[config.mk]
export PLATFORM = sky130hd
export DESIGN_NAME = sliding_window_median_unit
export DESIGN_NICKNAME = d
export VERILOG_FILES = /design/src/rtl/swm_pkg.sv /design/src/rtl/sliding_window_median_unit.sv /design/src/rtl/swm_ram.sv /design/src/rtl/swm_datapath.sv /design/src/rtl/swm_controller.sv
export VERILOG_INCLUDE_DIRS = /design/src /design/src/rtl
export SDC_FILE = /design/constraint.sdc
export NUM_CORES = 2
export LEC_CHECK = 0
export ABC_CLOCK_PERIOD_IN_PS = 5860
export BUFFER_PORTS_ARGS = -buffer_cell sky130_fd_sc_hd__buf_2
export CORE_UTILIZATION = 35
export CTS_CLUSTER_DIAMETER = 50
export CTS_CLUSTER_SIZE = 25
export DETAILED_ROUTE_END_ITERATION = 10
export PLACE_DENSITY = 0.5
export SYNTH_ARGS = -nofsm -noshare
export SYNTH_HDL_FRONTEND = slang
export SYNTH_SLANG_ARGS = --single-unit
[constraint.sdc]
create_clock -name clk -period 5.86 [get_ports clk]
set_input_delay 0.879 -clock clk [delete_from_list [all_inputs] [get_ports clk]]
set_output_delay 0.879 -clock clk [all_outputs]
set_load 0.02 [all_outputs]
[src/rtl/sliding_window_median_unit_assert.svh]
// Assertion macros used by the controller of the sliding window median unit.
// Needs a clock named clk and an active-low reset named arst_n in the using scope.
`ifndef SLIDING_WINDOW_MEDIAN_UNIT_ASSERT_SVH
`define SLIDING_WINDOW_MEDIAN_UNIT_ASSERT_SVH

// Same-cycle implication, disabled while in reset.
`define SWM_ASSERT_IMP(label, ante, cons) \
	label: assert property (@(posedge clk) disable iff (!arst_n) (ante) |-> (cons)) \
		else $error("swm assertion failed");

// Next-cycle implication, disabled while in reset.
`define SWM_ASSERT_NXT(label, ante, cons) \
	label: assert property (@(posedge clk) disable iff (!arst_n) (ante) |=> (cons)) \
		else $error("swm assertion failed");

`endif

[src/rtl/swm_pkg.sv]
// Package for the sliding window median unit: sizes, controller states and
// the command struct from controller to datapath. No dependencies.
package swm_pkg;

	localparam int SAMPLE_WIDTH = 32;
	localparam int MAX_WINDOW   = 64;
	localparam int WIN_W        = 7;
	localparam int IDX_W        = (MAX_WINDOW > 1) ? $clog2(MAX_WINDOW) : 1;
	localparam int CNT_W        = $clog2(MAX_WINDOW + 1);
	localparam logic [WIN_W-1:0] WIN_RESET = WIN_W'(3);

	typedef enum logic [1:0] {
		ST_IDLE,
		ST_PRIME,
		ST_STEP,
		ST_DONE
	} state_t;

	typedef struct packed {
		logic             capture;
		logic [IDX_W-1:0] ring_raddr;
		logic             ring_we;
		logic [IDX_W-1:0] ring_waddr;
		logic [IDX_W-1:0] sort_raddr;
		logic             sort_we;
		logic [IDX_W-1:0] sort_waddr;
		logic             prime;
		logic             step;
		logic             last;
		logic             full;
		logic             med_hit;
		logic             out_load;
	} cmd_t;

endpackage

[src/rtl/sliding_window_median_unit.sv]
// Top level of the sliding window median unit: ties the controller to the
// datapath. Depends on swm_pkg, swm_controller and swm_datapath.
//
//  channel   direction  handshake            payload
//  in        input      in_valid / in_stall   sample [31:0]
//  out       output     out_valid / out_stall median [31:0]
//  config    input      window_size_we       window_size [6:0]
//
// After acceptance an item goes through the prime state and merge steps 0 to
// L, where L is the index of the last step of the sorted merge pass: W - 1 once
// the window is full, the fill count while it fills. The pass reads and writes
// one entry per cycle of the sorted RAM and no new word is taken until it ends.
// Reset clears the counters and handshake state at once; the RAMs are not
// cleared, since only written entries are ever used.
// A stalled result waits in the output register while the next word is
// already taken; the pass then holds its result until that register frees.

module sliding_window_median_unit (
	input  logic                             clk,
	input  logic                             arst_n,
	input  logic                             in_valid,
	output logic                             in_stall,
	input  logic [swm_pkg::SAMPLE_WIDTH-1:0] sample,
	output logic                             out_valid,
	input  logic                             out_stall,
	output logic [swm_pkg::SAMPLE_WIDTH-1:0] median,
	input  logic                             window_size_we,
	input  logic [swm_pkg::WIN_W-1:0]        window_size
);

	// Commands from sequencer to datapath.
	swm_pkg::cmd_t cmd;

	// Sequence each word: capture, prime the read pipeline, merge, deliver.
	swm_controller u_ctrl (
		.clk            (clk),
		.arst_n         (arst_n),
		.in_valid       (in_valid),
		.in_stall       (in_stall),
		.out_valid      (out_valid),
		.out_stall      (out_stall),
		.window_size_we (window_size_we),
		.window_size    (window_size),
		.cmd            (cmd)
	);

	// Drop the oldest sample and insert the new one in a single sorted pass;
	// pick the median off the write stream as it goes by.
	swm_datapath u_dp (
		.clk    (clk),
		.arst_n (arst_n),
		.cmd    (cmd),
		.sample (sample),
		.median (median)
	);

endmodule

[src/rtl/swm_ram.sv]
// Generic simple dual-port RAM: one write port, one read port, registered read.
// No dependencies.
module swm_ram #(
	parameter int WIDTH = 32,
	parameter int DEPTH = 64
) (
	input  logic                                     clk,
	input  logic                                     we,
	input  logic [((DEPTH > 1) ? $clog2(DEPTH) : 1)-1:0] waddr,
	input  logic [WIDTH-1:0]                         wdata,
	input  logic [((DEPTH > 1) ? $clog2(DEPTH) : 1)-1:0] raddr,
	output logic [WIDTH-1:0]                         rdata
);

	logic [WIDTH-1:0] mem_q [DEPTH];

	always_ff @(posedge clk) begin
		if (we) begin
			mem_q[waddr] <= wdata;
		end
		rdata <= mem_q[raddr];
	end

endmodule

[src/rtl/swm_datapath.sv]
// Datapath of the sliding window median unit: arrival ring, sorted store and
// the merge pass registers. Depends on swm_pkg and swm_ram.
module swm_datapath (
	input  logic                             clk,
	input  logic                             arst_n,
	input  swm_pkg::cmd_t                    cmd,
	input  logic [swm_pkg::SAMPLE_WIDTH-1:0] sample,
	output logic [swm_pkg::SAMPLE_WIDTH-1:0] median
);

	logic [swm_pkg::SAMPLE_WIDTH-1:0] sample_q;
	logic [swm_pkg::SAMPLE_WIDTH-1:0] old_q;
	logic [swm_pkg::SAMPLE_WIDTH-1:0] cur_q;
	logic [swm_pkg::SAMPLE_WIDTH-1:0] carry_q;
	logic [swm_pkg::SAMPLE_WIDTH-1:0] med_pass_q;
	logic [swm_pkg::SAMPLE_WIDTH-1:0] median_q;
	logic                             removed_q;

	logic [swm_pkg::SAMPLE_WIDTH-1:0] ring_rdata;
	logic [swm_pkg::SAMPLE_WIDTH-1:0] sort_rdata;
	logic [swm_pkg::SAMPLE_WIDTH-1:0] sort_wdata;
	logic [swm_pkg::SAMPLE_WIDTH-1:0] b_val;
	logic                             hit_old;
	logic                             take_carry;

	swm_ram #(
		.WIDTH (swm_pkg::SAMPLE_WIDTH),
		.DEPTH (swm_pkg::MAX_WINDOW)
	) u_ring (
		.clk   (clk),
		.we    (cmd.ring_we),
		.waddr (cmd.ring_waddr),
		.wdata (sample_q),
		.raddr (cmd.ring_raddr),
		.rdata (ring_rdata)
	);

	swm_ram #(
		.WIDTH (swm_pkg::SAMPLE_WIDTH),
		.DEPTH (swm_pkg::MAX_WINDOW)
	) u_sorted (
		.clk   (clk),
		.we    (cmd.sort_we),
		.waddr (cmd.sort_waddr),
		.wdata (sort_wdata),
		.raddr (cmd.sort_raddr),
		.rdata (sort_rdata)
	);

	// Element of the old list with the departing sample dropped once.
	always_comb begin
		hit_old    = cmd.full && (cur_q == old_q);
		b_val      = (cmd.full && (removed_q || hit_old)) ? sort_rdata : cur_q;
		take_carry = cmd.last || (b_val > carry_q);
		sort_wdata = take_carry ? carry_q : b_val;
	end

	always_ff @(posedge clk or negedge arst_n) begin
		if (!arst_n) begin
			removed_q <= 1'b0;
		end else if (cmd.prime) begin
			removed_q <= 1'b0;
		end else if (cmd.step && hit_old) begin
			removed_q <= 1'b1;
		end
	end

	always_ff @(posedge clk) begin
		if (cmd.capture) begin
			sample_q <= sample;
		end
		if (cmd.prime) begin
			old_q   <= ring_rdata;
			cur_q   <= sort_rdata;
			carry_q <= sample_q;
		end else if (cmd.step) begin
			cur_q <= sort_rdata;
			if (!cmd.last && take_carry) begin
				carry_q <= b_val;
			end
		end
		if (cmd.step && cmd.med_hit) begin
			med_pass_q <= sort_wdata;
		end
		if (cmd.out_load) begin
			median_q <= med_pass_q;
		end
	end

	assign median = median_q;

endmodule

[src/rtl/swm_controller.sv]
// Controller of the sliding window median unit: handshakes, window register,
// fill and ring counters and the merge pass sequencer. Depends on swm_pkg
// and the assertion macro header.
`include "sliding_window_median_unit_assert.svh"

module swm_controller (
	input  logic                      clk,
	input  logic                      arst_n,
	input  logic                      in_valid,
	output logic                      in_stall,
	output logic                      out_valid,
	input  logic                      out_stall,
	input  logic                      window_size_we,
	input  logic [swm_pkg::WIN_W-1:0] window_size,
	output swm_pkg::cmd_t             cmd
);

	swm_pkg::state_t state_q, state_d;

	logic [swm_pkg::WIN_W-1:0] win_q;
	logic [swm_pkg::CNT_W-1:0] fill_q;
	logic [swm_pkg::IDX_W-1:0] ptr_q;
	logic [swm_pkg::IDX_W-1:0] slot_q;
	logic [swm_pkg::IDX_W-1:0] len_q;
	logic [swm_pkg::IDX_W-1:0] med_idx_q;
	logic [swm_pkg::IDX_W-1:0] i_q;
	logic                      full_q;
	logic                      res_q;
	logic                      out_valid_q;

	logic [swm_pkg::CNT_W-1:0] w_eff;
	logic                      full_now;
	logic [swm_pkg::IDX_W-1:0] slot_now;
	logic [swm_pkg::CNT_W-1:0] slot_inc;
	logic                      accept;
	logic                      last_step;
	logic                      out_free;

	always_comb begin
		if (win_q == '0) begin
			w_eff = swm_pkg::CNT_W'(1);
		end else if (int'(win_q) > swm_pkg::MAX_WINDOW) begin
			w_eff = swm_pkg::CNT_W'(swm_pkg::MAX_WINDOW);
		end else begin
			w_eff = swm_pkg::CNT_W'(win_q);
		end
		full_now = (fill_q >= w_eff);
		if (!full_now) begin
			slot_now = fill_q[swm_pkg::IDX_W-1:0];
		end else if (swm_pkg::CNT_W'(ptr_q) < w_eff) begin
			slot_now = ptr_q;
		end else begin
			slot_now = '0;
		end
		slot_inc  = swm_pkg::CNT_W'(slot_now) + swm_pkg::CNT_W'(1);
		accept    = in_valid && (state_q == swm_pkg::ST_IDLE);
		last_step = (state_q == swm_pkg::ST_STEP) && (i_q == len_q);
		out_free  = !out_valid_q || !out_stall;
	end

	// Next state.
	always_comb begin
		state_d = state_q;
		unique case (state_q)
			swm_pkg::ST_IDLE: begin
				if (in_valid) begin
					state_d = swm_pkg::ST_PRIME;
				end
			end
			swm_pkg::ST_PRIME: begin
				state_d = swm_pkg::ST_STEP;
			end
			swm_pkg::ST_STEP: begin
				if (i_q == len_q) begin
					state_d = res_q ? swm_pkg::ST_DONE : swm_pkg::ST_IDLE;
				end
			end
			swm_pkg::ST_DONE: begin
				if (out_free) begin
					state_d = swm_pkg::ST_IDLE;
				end
			end
			default: state_d = swm_pkg::ST_IDLE;
		endcase
	end

	// Commands to the datapath.
	always_comb begin
		cmd            = '0;
		cmd.full       = full_q;
		cmd.ring_raddr = slot_now;
		cmd.ring_waddr = slot_q;
		cmd.sort_waddr = i_q;
		unique case (state_q)
			swm_pkg::ST_IDLE: begin
				cmd.capture    = accept;
				cmd.sort_raddr = '0;
			end
			swm_pkg::ST_PRIME: begin
				cmd.prime      = 1'b1;
				cmd.ring_we    = 1'b1;
				cmd.sort_raddr = swm_pkg::IDX_W'(1);
			end
			swm_pkg::ST_STEP: begin
				cmd.step       = 1'b1;
				cmd.sort_we    = 1'b1;
				cmd.sort_raddr = i_q + swm_pkg::IDX_W'(2);
				cmd.last       = last_step;
				cmd.med_hit    = (i_q == med_idx_q);
			end
			swm_pkg::ST_DONE: begin
				cmd.out_load = out_free;
			end
			default: cmd = '0;
		endcase
	end

	always_ff @(posedge clk or negedge arst_n) begin
		if (!arst_n) begin
			state_q     <= swm_pkg::ST_IDLE;
			win_q       <= swm_pkg::WIN_RESET;
			fill_q      <= '0;
			ptr_q       <= '0;
			i_q         <= '0;
			full_q      <= 1'b0;
			res_q       <= 1'b0;
			out_valid_q <= 1'b0;
		end else begin
			state_q <= state_d;
			if (window_size_we) begin
				win_q  <= window_size;
				fill_q <= '0;
				ptr_q  <= '0;
			end else if (accept) begin
				if (!full_now) begin
					fill_q <= fill_q + swm_pkg::CNT_W'(1);
				end else if (slot_inc >= w_eff) begin
					ptr_q <= '0;
				end else begin
					ptr_q <= slot_inc[swm_pkg::IDX_W-1:0];
				end
			end
			if (accept) begin
				full_q <= full_now;
				res_q  <= full_now || ((fill_q + swm_pkg::CNT_W'(1)) == w_eff);
			end
			if (state_q == swm_pkg::ST_PRIME) begin
				i_q <= '0;
			end else if (state_q == swm_pkg::ST_STEP) begin
				i_q <= i_q + swm_pkg::IDX_W'(1);
			end
			if (cmd.out_load) begin
				out_valid_q <= 1'b1;
			end else if (!out_stall) begin
				out_valid_q <= 1'b0;
			end
		end
	end

	always_ff @(posedge clk) begin
		if (accept) begin
			slot_q    <= slot_now;
			len_q     <= full_now ? swm_pkg::IDX_W'(w_eff - swm_pkg::CNT_W'(1))
			                      : fill_q[swm_pkg::IDX_W-1:0];
			med_idx_q <= swm_pkg::IDX_W'((w_eff - swm_pkg::CNT_W'(1)) >> 1);
		end
	end

	assign in_stall  = (state_q != swm_pkg::ST_IDLE);
	assign out_valid = out_valid_q;

	`SWM_ASSERT_IMP(a_fill_bound, 1'b1, fill_q <= w_eff)
	`SWM_ASSERT_NXT(a_accept_primes, accept, state_q == swm_pkg::ST_PRIME)
	`SWM_ASSERT_IMP(a_step_bound, state_q == swm_pkg::ST_STEP, i_q <= len_q)
	`SWM_ASSERT_NXT(a_done_holds, (state_q == swm_pkg::ST_DONE) && out_valid_q && out_stall,
		state_q == swm_pkg::ST_DONE)

endmodule
## Word level (Yosys, flattened, before mapping)

Memories as Yosys holds them, arrays and structs flattened. A register that Yosys moved wholly into a read port is not among the register bits.
Cells that the tools add are included.

- Mux-type cells: 41
- Order comparisons: 5
- Reductions and logical operators: 27
- Eq/ne operators: 12
- Add/subtract/negate cells: 5

Operator list:

| kind | number |
|---|---|
| $mux 32 | 7 |
| $mux 6 | 9 |
| $mux 7 | 5 |
| $eq 32x32->1 | 1 |
| $gt 32x32->1 | 1 |
| $ge 7x7->1 | 2 |
| $reduce_bool 2->1 | 7 |
| $mux 1 | 13 |
| $eq 6x6->1 | 2 |
| $pmux 6 s2 | 1 |
| $mux 2 | 5 |
| $pmux 2 s4 | 1 |
| $add 6x1->7 const B | 1 |
| $add 7x1->7 const B | 1 |
| $eq 7x7->1 | 1 |
| $gt 7x7->1 const B | 1 |
| $logic_and 1x1->1 | 7 |
| $logic_not 7->1 | 1 |
| $lt 6x7->1 | 1 |
| $sub 7x1->7 const B | 1 |
| $add 6x1->6 const B | 1 |
| $add 6x2->6 const B | 1 |
| $ne 2x2->1 const B | 3 |
| $reduce_and 2->1 | 3 |
| other kinds (7) | 14 |

- Register bits: 242
- RAM bits: 4096
- Memories: 2
- Bits of input ports: 44
- Output and inout port bits: 34
- Word-level logic and storage cells: 110

Memories:

| memory | depth | bits a word | read ports | clocked after memory_dff | write ports | RTL line | text |
|---|---|---|---|---|---|---|---|
| u_dp.u_ring.mem_q | 64 | 32 | 1 | 1 | 1 | swm_ram.sv:15 | `logic [WIDTH-1:0] mem_q [DEPTH];` |
| u_dp.u_sorted.mem_q | 64 | 32 | 1 | 1 | 1 | swm_ram.sv:15 |  |

## Logic depth before layout (Yosys ltp)

- Word-level depth: 12
- Depth in mapped cells: 24
- Mapped depth without buffers: 20

## Cells and area by module

From an unflattened synthesis, not the netlist that was laid out.

- Cell total of the unflattened synthesis: 7617
- Area, all modules: 169122.2 µm²

By module, submodules not included:

| module | area each (µm²) | cells an instance | sequential area each (µm²) | times used |
|---|---|---|---|---|
| swm_ram | 78515.3 | 3324 | 62139.6 | 2 |
| swm_datapath | 8665.8 | 619 | 5790.6 | 1 |
| swm_controller | 3425.8 | 350 | 1318.8 | 1 |

## Worst setup path after synthesis

Ideal clock, no wire load.

- Kind: register to register
- Start point: register u_dp.cur_q[8] (netlist name)
- End point: register u_dp.carry_q[0] (netlist name), enable pin
- Setup slack: 0.495 ns
- Path buffers: 2
- Period minus slack after synthesis: 5.365 ns
- Cell stages (with the launch flop): 18
- Required time: 5.435 ns
- Library setup time: 0.425 ns
- Arrival time: 4.940 ns
- Cells stage by stage: edfxtp_1 -> xnor2_1 -> nand4_1 -> nor4_1 -> nand4_1 -> nor4_1 -> nor2_1 -> nor2b_1 -> clkbuf_1 -> buf_1 -> mux2_2 -> ha_1 -> nand4_1 -> or2_2 -> nor3_1 -> a211o_1 -> a31oi_1 -> nor2b_1

- Cells in the longest elaborated chain, start to end: 10

RTL lines:

| item | RTL line | text |
|---|---|---|
| start: declaration | swm_datapath.sv:13 | `logic [swm_pkg::SAMPLE_WIDTH-1:0] cur_q;` |
| start signal: assignment | swm_datapath.sv:74 | `cur_q <= sort_rdata;` |
| start signal: assignment | swm_datapath.sv:77 | `cur_q <= sort_rdata;` |
| $eq 32x32->1 | swm_datapath.sv:52 | `hit_old = cmd.full && (cur_q == old_q);` |
| $logic_and 1x1->1 | swm_datapath.sv:52 |  |
| $logic_or 1x1->1 | swm_datapath.sv:53 | `b_val = (cmd.full && (removed_q \|\| hit_old)) ? sort_rdata : cur_q;` |
| $logic_and 1x1->1 | swm_datapath.sv:53 |  |
| $mux 32 * | swm_datapath.sv:53 |  |
| $gt 32x32->1 * | swm_datapath.sv:54 | `take_carry = cmd.last \|\| (b_val > carry_q);` |
| $logic_or 1x1->1 * | swm_datapath.sv:54 |  |
| $logic_and 1x1->1 * | swm_datapath.sv:78 | `if (!cmd.last && take_carry) begin` |
| $reduce_bool 2->1 (no source line) * | n/a |  |
| $reduce_and 2->1 (no source line) * | n/a |  |
| end signal: assignment | swm_datapath.sv:75 | `carry_q <= sample_q;` |
| end signal: assignment | swm_datapath.sv:79 | `carry_q <= b_val;` |
| end: declaration | swm_datapath.sv:14 | `logic [swm_pkg::SAMPLE_WIDTH-1:0] carry_q;` |

Every way passes the cells marked *; elsewhere a longest branch is shown, timed or not.
A chain may end at the register's enable or synchronous reset.

## Worst setup path after layout

- Start point: register u_dp.cur_q[0] (netlist name)
- End point: memory u_dp.u_sorted.mem_q[1][29], data pin

- Cells in the longest elaborated chain, start to end: 8

RTL lines:

| item | RTL line | text |
|---|---|---|
| $eq 32x32->1 | swm_datapath.sv:52 |  |
| $logic_and 1x1->1 | swm_datapath.sv:52 |  |
| $logic_or 1x1->1 | swm_datapath.sv:53 |  |
| $logic_and 1x1->1 | swm_datapath.sv:53 |  |
| $mux 32 * | swm_datapath.sv:53 |  |
| $gt 32x32->1 | swm_datapath.sv:54 |  |
| $logic_or 1x1->1 | swm_datapath.sv:54 |  |
| $mux 32 * | swm_datapath.sv:55 | `sort_wdata = take_carry ? carry_q : b_val;` |
| via u_dp.sort_wdata (one bit) | swm_datapath.sv:21 | `logic [swm_pkg::SAMPLE_WIDTH-1:0] sort_wdata;` |
| end: declaration | swm_ram.sv:15 |  |

Mark *: on every way through the listed nets, which the timed path passes. The rest lies on a longest branch.

==> flow_summary.ini <==
[final_layout]
fillers = 43300
fin_util_pct = 41.0
nNetsFinal = 10600
final_area_mm2 = 0.200
drive_gt1_share_pct = 20.4
synthToLayoutAreaGrowth_pct = 16.5

[yosys]
ys_top_cells_by_area = edfxtp_1 (75%), mux4_2 (6.9%), nand2_1 (3.6%)
ys_types = 76
synth_nets = 10100
synth_edf_count = 4306
synth_common_cells = edfxtp_1 (4,306), nand2_1 (1,654), nand3_1 (702)
ys.warnings.count = 0
synth-seq-cells = 4402
synth.top_cell.area_share_pct = 75.3
syn_avg_cell_area_um2 = 17.2
yosysMostFrequentCell = edfxtp_1
syn-cell-area_mm2 = 0.172
synthCells = 10000
yosys.area.top_type = edfxtp_1
ys.flop_type = edfxtp_1
synthArstFlopShare_pct = 0.727
synth_seq_area_share_pct = 76.5

[global_routing]
grt_pass1_wl_um = 781000
antenna_found_initial = 39
globalRoute.totalOverflow = 0
grt_pass1_vias = 95600
grtUsageTotal_pct = 22.5
grt_start_max_net_pins = 181

[cts]
root_buffer = clkbuf_16
cts_tree = built
clk_pin_slew_ps = 70
cts.path.max_buffers = 4
clk_latency_ps = 1050
cts_sinks = 4402
cts-htree-levels = 5
cts_made_buffers = 436

[pwr]
power_density_mw_per_mm2 = 498
comb_power_share_pct = 27.3
switching_share_pct = 32.1
p_int_mw = 67.6
pwr-share-seq_pct = 43.1
worst_ir_drop_vdd_mv = 0.413
power_switching_mw = 31.9
clkPwrFrac_pct = 29.6
p_leak_nw = 67.0

[sta]
fin_crit_ps = 5490
finalCritPeriodShare_pct = 93.6
finalClockSkew_ps = 51.5
timing.slew.headroom_pct = 6.94
worst_pin_slew_ps = 1390
slew_viol_final = 0
setup_viol = 0
rsz0062_at_grt = no
fmax_ghz = 0.182
hold_viol = 0

[floorplanning]
die_h_um = 702
dieWidth_um = 702
initial_core_util_pct = 35.2
core_mm2 = 0.487
io_pins = 78
num_rows = 256
die_area_mm2 = 0.493

[route]
drtPass1Iterations = 6
drt-total-wl_um = 569000
vias = 98300
drc = 0
wire_per_inst_um = 32.7
route.antenna.remaining_nets = 0
dr.first_iter.drc_count = 12500
viasPerCell = 5.65

[outcome]
outcome = complete, no violations

[critical_path]
end_kind = register
critPathRequiredTime_ps = 6590
cp_max_fo = 49
criticalPathCategory = register to register
start_kind = register
arrival_ps = 6220

[worst_hold_path]
hold_path.class = input pin to asynchronous set/reset pin

[job]
max-cap-violations = 0

[placed_design]
dp_hpwl_um = 328000
place.gp.congestion = 0.852
port_buffers = 77
place_area_mm2 = 0.184
stage by stage:
step	setup WS, ps	total power, mW	TNS, ps	instances	hold WS, ps
after global placement	-26.3	70.0	-2940	16500	403
after global routing	97.9	103	0	17400	61.3
after detailed placement	169	70.7	0	16500	400
after CTS	84.9	100	0	17300	6.18
after floorplan	495	57.9	0	10000	386
final	374	99.6	0	17400	24.6
state kept, by name, summed over array words and instances (netlist names), 7 cells and up:
signal,flops
u_dp.u_sorted.mem_q,2048
u_dp.u_ring.rdata,32
u_dp.median,32
u_dp.old_q,32
u_dp.med_pass_q,32
u_dp.u_ring.mem_q,2048
u_ctrl.win_q,7
u_dp.sample_q,32
u_dp.carry_q,32
u_dp.u_sorted.rdata,32
u_ctrl.fill_q,7
u_dp.cur_q,32
worst max-delay path, cell delays in order (launching register included):
cell      delay [ps]
edfxtp_1         490
xnor2_2          190
nand4_1          160
nor4_2           200
nand4_1          220
nor4_2           320
nor2_1           110
nor2b_4          140
buf_12           150
buf_4            180
mux2_2           370
ha_1             300
o21a_1           120
o21a_1           160
o21a_1           170
o21a_1           170
o21ai_1          150
nand3_1          130
a211o_1          310
a22o_2           300
buf_12           200
mux2_2           360
buf_12           190
cell families (layout without fill, tap and decap cells):
group                    Yosys count  after routing  share of synthesized area (%)
AO/OA/AOI/OAI                    919            919                           3.71
XOR/XNOR                          63             63                          0.321
adder cells (fa/ha/maj)           64             64                          0.466
buffers and inverters            669           1558                           1.73
flip-flops                      4402           4402                           76.5
multiplexers                    1075           1075                           10.2
other                              0             41                              0
AND/OR/NAND/NOR                 2818           2818                           7.09
cells in the final DEF, fill, tap and decap left out, drive strengths merged, types with 7 or more instances in the layout:
cell type / synthesis / routed
nand2: 1654 / 1654
buf: 310 / 636
a211oi: 11 / 11
o21ai: 54 / 54
nand4: 30 / 30
dlygate4sd3: 0 / 30
and3: 109 / 109
clkinv: 1 / 143
a21o: 12 / 12
mux4: 523 / 523
xor2: 16 / 16
xnor2: 47 / 47
nor4: 62 / 62
o211ai: 9 / 9
or3: 8 / 8
a22o: 7 / 7
dfxtp: 64 / 64
mux2: 104 / 104
a21oi: 316 / 316
nand2b: 7 / 7
edfxtp: 4306 / 4306
mux2i: 448 / 448
o21a: 7 / 7
a31oi: 103 / 103
clkbuf: 286 / 480
a311oi: 85 / 85
o22ai: 34 / 34
o221a: 26 / 26
nor2b: 14 / 14
nor3: 38 / 38
ha: 64 / 64
nor2: 168 / 168
clkinvlp: 0 / 48
inv: 72 / 176
dfrtp: 30 / 30
nand3b: 9 / 9
diode: 0 / 41
nand3: 702 / 702
bufinv: 0 / 45
o221ai: 217 / 217
cell type report:
class | instances | area, um^2 | area share, %
Tap cell | 6450 | 8070 | 4.04
Timing Repair Buffer | 666 | 6300 | 3.15
Sequential cell | 4402 | 131000 | 65.7
Inverter | 73 | 304 | 0.152
Multi-Input combinational cell | 4939 | 38700 | 19.3
Clock buffer | 480 | 11300 | 5.63
Clock inverter | 339 | 3850 | 1.93
Antenna cell | 41 | 103 | 0.0513
routing by layer:
| layer | global-route usage (%) | routed length (um) |
|---|---|---|
| met4 | 7.32 | 19800 |
| met2 | 35.6 | 264000 |
| met3 | 3.67 | 43400 |
| met1 | 31.8 | 242000 |
| met5 | 0 | 72 |
worst paths after layout:
check | startpoint | endpoint | slack (ps) | cells past startpoint
setup / recovery | u_dp.cur_q[0]$_DFFE_PN_ | u_dp.u_sorted.mem_q[1][29]$_DFFE_PP_ | 370 | 22
hold / removal | arst_n | u_ctrl.i_q[3]$_DFFE_PN0N_ | 20 | 1
setup reg to reg | u_dp.cur_q[0]$_DFFE_PN_ | u_dp.u_sorted.mem_q[1][29]$_DFFE_PP_ | 370 | 22
hold reg to reg | u_dp.med_pass_q[31]$_DFFE_PP_ | u_dp.median[31]$_DFFE_PP_ | 420 | 0
max in group asynchronous | arst_n | u_dp.removed_q$_DFFE_PN0P_ | 5170 | 1
min in group clk | window_size[0] | u_ctrl.win_q[0]$_DFFE_PN1P_ | 100 | 2
repair_timing:
action,in CTS,in global routing
setup endpoints to repair,0,2112
setup buffers,0,1
hold endpoints to repair,30,0
hold buffers,30,0
resized for setup,0,6
power groups by stage:
stage	Combinational (mW)	Clock (mW)	Sequential [mW]
6_report	27.2	29.5	42.9
4_1_cts	27.2	29.9	42.9
5_1_grt	28.8	31.0	42.9
3_5_place_dp	27.1	0	43.6
3_3_place_gp	26.5	0	43.6
2_1_floorplan	14.7	0	43.3
Note: power is estimated with default switching activity, not from simulation.
